===== config.mk =====
export PLATFORM = sky130hd
export DESIGN_NAME = trbp_front
export DESIGN_NICKNAME = d
export VERILOG_FILES = /design/src/hw/rtl/trbp_pkg.sv /design/src/hw/rtl/trbp_front.sv
export SDC_FILE = /design/constraint.sdc
export NUM_CORES = 1
export LEC_CHECK = 0
export BUFFER_PORTS_ARGS = -buffer_cell sky130_fd_sc_hd__buf_4
export CORE_MARGIN = 2
export CORE_UTILIZATION = 43
export DETAILED_ROUTE_END_ITERATION = 8
export PLACE_DENSITY = 0.85
export SLEW_MARGIN = 20
export SYNTH_ARGS = -nofsm -noshare
export SYNTH_HDL_FRONTEND = slang
export SYNTH_SLANG_ARGS = --single-unit

===== constraint.sdc =====
create_clock -name clk -period 4.85 [get_ports clk]
set_clock_uncertainty 0.05 [all_clocks]
set_input_delay 0.7275 -clock clk [delete_from_list [all_inputs] [get_ports clk]]
set_output_delay 0.7275 -clock clk [all_outputs]
set_load 0.02 [all_outputs]

===== src/hw/rtl/trbp_pkg.sv =====
`default_nettype none

package trbp_pkg;

  // table geometry
  localparam int LC_ENTRIES = 65536;
  localparam int LH_ENTRIES = 8192;
  localparam int GL_ENTRIES = 16384;
  localparam int CTR_BITS   = 2;
  localparam int PC_SHIFT   = 2;
  localparam int PC_W       = 64;

  localparam int LC_W = $clog2(LC_ENTRIES);
  localparam int LH_W = $clog2(LH_ENTRIES);
  localparam int GL_W = $clog2(GL_ENTRIES);

  // clearing sweep covers the deepest table
  localparam int CLR_ENTRIES = (LC_ENTRIES > LH_ENTRIES) ?
                               ((LC_ENTRIES > GL_ENTRIES) ? LC_ENTRIES : GL_ENTRIES) :
                               ((LH_ENTRIES > GL_ENTRIES) ? LH_ENTRIES : GL_ENTRIES);
  localparam int CLR_W = $clog2(CLR_ENTRIES);

  // queue between front and back
  localparam int QUEUE_DEPTH = 2;
  localparam int QPTR_W      = $clog2(QUEUE_DEPTH);
  localparam int QCNT_W      = $clog2(QUEUE_DEPTH + 1);

  typedef logic [CTR_BITS-1:0] ctr_t;

  // one classified branch waiting for the back end
  typedef struct packed {
    logic [LH_W-1:0] hidx;
    logic            taken;
  } q_item_t;

  // back end status and control toward the front
  typedef struct packed {
    logic clearing;
    logic pop;
  } bk_ctl_t;

  // saturating counter step toward the outcome
  function automatic ctr_t ctr_bump(input ctr_t c, input logic up);
    ctr_t r;
    r = c;
    if (up) begin
      if (c != {CTR_BITS{1'b1}}) r = c + ctr_t'(1);
    end else begin
      if (c != '0) r = c - ctr_t'(1);
    end
    return r;
  endfunction

endpackage

`default_nettype wire


===== src/hw/rtl/trbp_front.sv =====
`default_nettype none

module trbp_front (
  input  wire logic                         clk,
  input  wire logic                         rst,
  input  wire logic                         start,
  input  wire logic [trbp_pkg::PC_W-1:0]    pc,
  input  wire logic                         taken,
  input  wire trbp_pkg::bk_ctl_t            bk_ctl,
  output logic                              busy,
  output logic                              q_valid,
  output trbp_pkg::q_item_t                 q_item
);

  trbp_pkg::q_item_t                          slots [trbp_pkg::QUEUE_DEPTH];
  logic [trbp_pkg::QPTR_W-1:0]                wr_ptr;
  logic [trbp_pkg::QPTR_W-1:0]                rd_ptr;
  logic [trbp_pkg::QCNT_W-1:0]                count;
  logic                                       push;
  trbp_pkg::q_item_t                          new_item;

  // accept while room and no clearing sweep
  assign busy = bk_ctl.clearing ||
                (count == trbp_pkg::QCNT_W'(trbp_pkg::QUEUE_DEPTH));
  assign push = start && !busy;

  // classify: word address picks the local history entry
  always_comb begin
    new_item.hidx  = pc[trbp_pkg::PC_SHIFT +: trbp_pkg::LH_W];
    new_item.taken = taken;
  end

  assign q_valid = (count != '0);
  assign q_item  = slots[rd_ptr];

  // queue pointers and fill count
  always_ff @(posedge clk) begin
    if (rst) begin
      wr_ptr <= '0;
      rd_ptr <= '0;
      count  <= '0;
    end else begin
      if (push) begin
        wr_ptr <= (wr_ptr == trbp_pkg::QPTR_W'(trbp_pkg::QUEUE_DEPTH - 1)) ?
                  '0 : wr_ptr + trbp_pkg::QPTR_W'(1);
      end
      if (bk_ctl.pop) begin
        rd_ptr <= (rd_ptr == trbp_pkg::QPTR_W'(trbp_pkg::QUEUE_DEPTH - 1)) ?
                  '0 : rd_ptr + trbp_pkg::QPTR_W'(1);
      end
      if (push && !bk_ctl.pop) begin
        count <= count + trbp_pkg::QCNT_W'(1);
      end else if (!push && bk_ctl.pop) begin
        count <= count - trbp_pkg::QCNT_W'(1);
      end
    end
  end

  // queue storage
  always_ff @(posedge clk) begin
    if (push) begin
      slots[wr_ptr] <= new_item;
    end
  end

endmodule

`default_nettype wire


==> metrics.yaml <==
outcome:
  status: "finished clean"
clocking:
  cts_resized: 0
  htree_levels: 2
  clock_path_buffers: 2
  clock_sinks: 33
  root_buffer: "clkbuf_4"
  cts_setup_buffers: 0
  numCtsBuffers: 5
  insertion_delay_ns: 0.31
  cts_tree: "yes"
  clk_pin_slew_ns: 0.09
  cts.hold.buffers_added: 0
synth:
  syn_nets: 141
  synthCells: 70
  synth-seq-area-share_pct: 75.7
  async_flop_share_pct: 0
  ys_warn_count: 0
  yosys.area.top_type_share_pct: 67.7
  syn_avg_cell_area_um2: 17.7
  dominantRegCellSynth: "edfxtp_1"
  synth-edff-count: 28
  yosysTopAreaCell: "edfxtp_1"
  synth_area_um2: 1240
  ys_seq_elements: 33
  ys_types: 19
  synthTopCellsByArea: "edfxtp_1 68%, mux2_2 13%, dfxtp_1 8.1%"
power:
  peakVddDrop_mv: 0.308
  power.leakage_nw: 0.619
  power.total_uw: 584
  powerDensity_nw_per_um2: 366
grt:
  busiest_layer: "met2"
  grt_usage_pct: 13.1
  grt_pass1_wl_um: 3110
  grtUsageMet2_pct: 24.0
  grt_pass1_vias: 743
  antenna_found_initial: 0
  grt_use_met3_pct: 7.14
  grt_overflow: 0
  grt_max_degree: 15
  met1_usage_pct: 11.9
detailed_routing:
  firstDrtPassIters: 4
  route.vias.total: 713
  wl_per_cell_um: 14.3
  totalWireLength_um: 2040
  dr.first_iter.drc_count: 7
  drc: 0
  viasPerCell: 4.99
  ant_nets: 0
sta:
  finalHoldViolCount: 0
  tightest_slew_ns: 0.681
  finalMaxSlewViolations: 0
  min_period_over_period_pct: 49.0
  maxSlewHeadroom_pct: 54.6
  finalSetupViolCount: 0
  worst_slack_ns: 2.47
  hold-worst-slack_ns: 0.473
  setup_tns_ns: 0
  fmax_mhz: 421
  rsz0062_at_grt: "false"
  period_needed_ns: 2.38
floorplan:
  die_x_um: 57.8
  core.rowCount: 19
  ios: 86
  core_area_um2: 2760
  start_util_pct: 45.1
  die_area_um2: 3340
  die_y_um: 57.8
place:
  io_buffers: 34
  hpwl_um: 1470
  gp_routability_congestion: 0.640
  place_ws_ns: 2.72
final_layout:
  final_layout_size_suffix_gt1_share_pct: 50.9
  syn_to_final_growth_pct: 28.4
  diodes: 0
  final_util_pct: 57.8
  fillCellCount: 237
  finalNetCount: 182
setup_path:
  required_ns: 4.07
  end_kind: "output pin"
  reg2reg_slack_ns: 3.16
  critPathMaxFanout: 14
  cp-start-kind: "flop"
  reg2regPathDepth: 5
  crit_type: "flop to output pin"
  cp.arrival_ns: 1.60
flow_run:
  drv_cap: 0
hold_path:
  hold_class: "flop to flop"
  holdPathStages: 2
[state kept, by name (all words and copies together), names as in the netlist, named ones only]
| signal | cells |
|---|---|
| slots | 28 |
| rd_ptr | 1 |
| count | 2 |
| wr_ptr | 1 |
[cells in the mapped netlist, types with 2 or more instances]
cell	number
mux2_2	14
o21ai_0	2
nand2b_1	2
xor2_1	2
dfxtp_1	5
edfxtp_1	28
nor2_1	4
nor2b_1	2
[per-layer routing]
metal  wire [µm]  up-vias
li1            -      341
met1         715      339
met2        1090       30
met3         205        3
met4          23        0
met5           0        -
[worst max-delay path, stage by stage (launching register included)]
cell	delay [ns]
dfxtp_1	0.72
mux2_2	0.41
buf_4	0.16
[where the power goes]
part           switching [mW]  leakage [nW]  total, mW  internal [mW]
clock network          0.0792        0.0326      0.151         0.0715
registers              0.0111         0.298      0.336          0.325
logic                  0.0464         0.289     0.0966         0.0503
[final timing paths]
kind,endpoint,startpoint
worst max-delay path,q_item[8],flop
worst min-delay path,wr_ptr,wr_ptr
worst max register to register,count[1],count[0]
worst min register to register,wr_ptr,wr_ptr
[cells by family after synthesis]
family	synth area share, %
xor+xnor	2.12
fa+ha+maj	1.01
compound gates	1.21
buf+inv	0.906
flops	75.7
simple gates	6.34
mux	12.7
[cell type report]
type,instances,area [µm²],share of cell area (%)
multi-input combinational,35,290,18.2
inverter,1,3.75,0.235
tap,31,38.8,2.43
clock buffer,8,58.8,3.69
timing repair buffer,35,263,16.5
sequential,33,941,59.0
[per-stage QoR]
stage | cell area (µm²) | cells
floorplan | 1240 | 70
global placement | 1540 | 135
detailed placement | 1540 | 135
CTS | 1600 | 143
global route | 1600 | 143
finish | 1600 | 143
[cell usage in the layout, fill, tap and decap left out]
master,instances
nand2b_2,1
buf_4,35
and2_1,1
xor2_1,2
nand2b_1,2
ha_1,1
clkbuf_8,1
dfxtp_1,5
clkbuf_4,5
o21ai_0,2
inv_1,1
a21oi_1,1
nand3_1,1
edfxtp_1,28
xnor2_1,1
clkbuf_1,2
nor2b_1,2
or2_2,1
nor2_1,4
and3_1,1
or3_1,1
mux2_2,14
No activity file was read; power rests on OpenSTA's default activity.
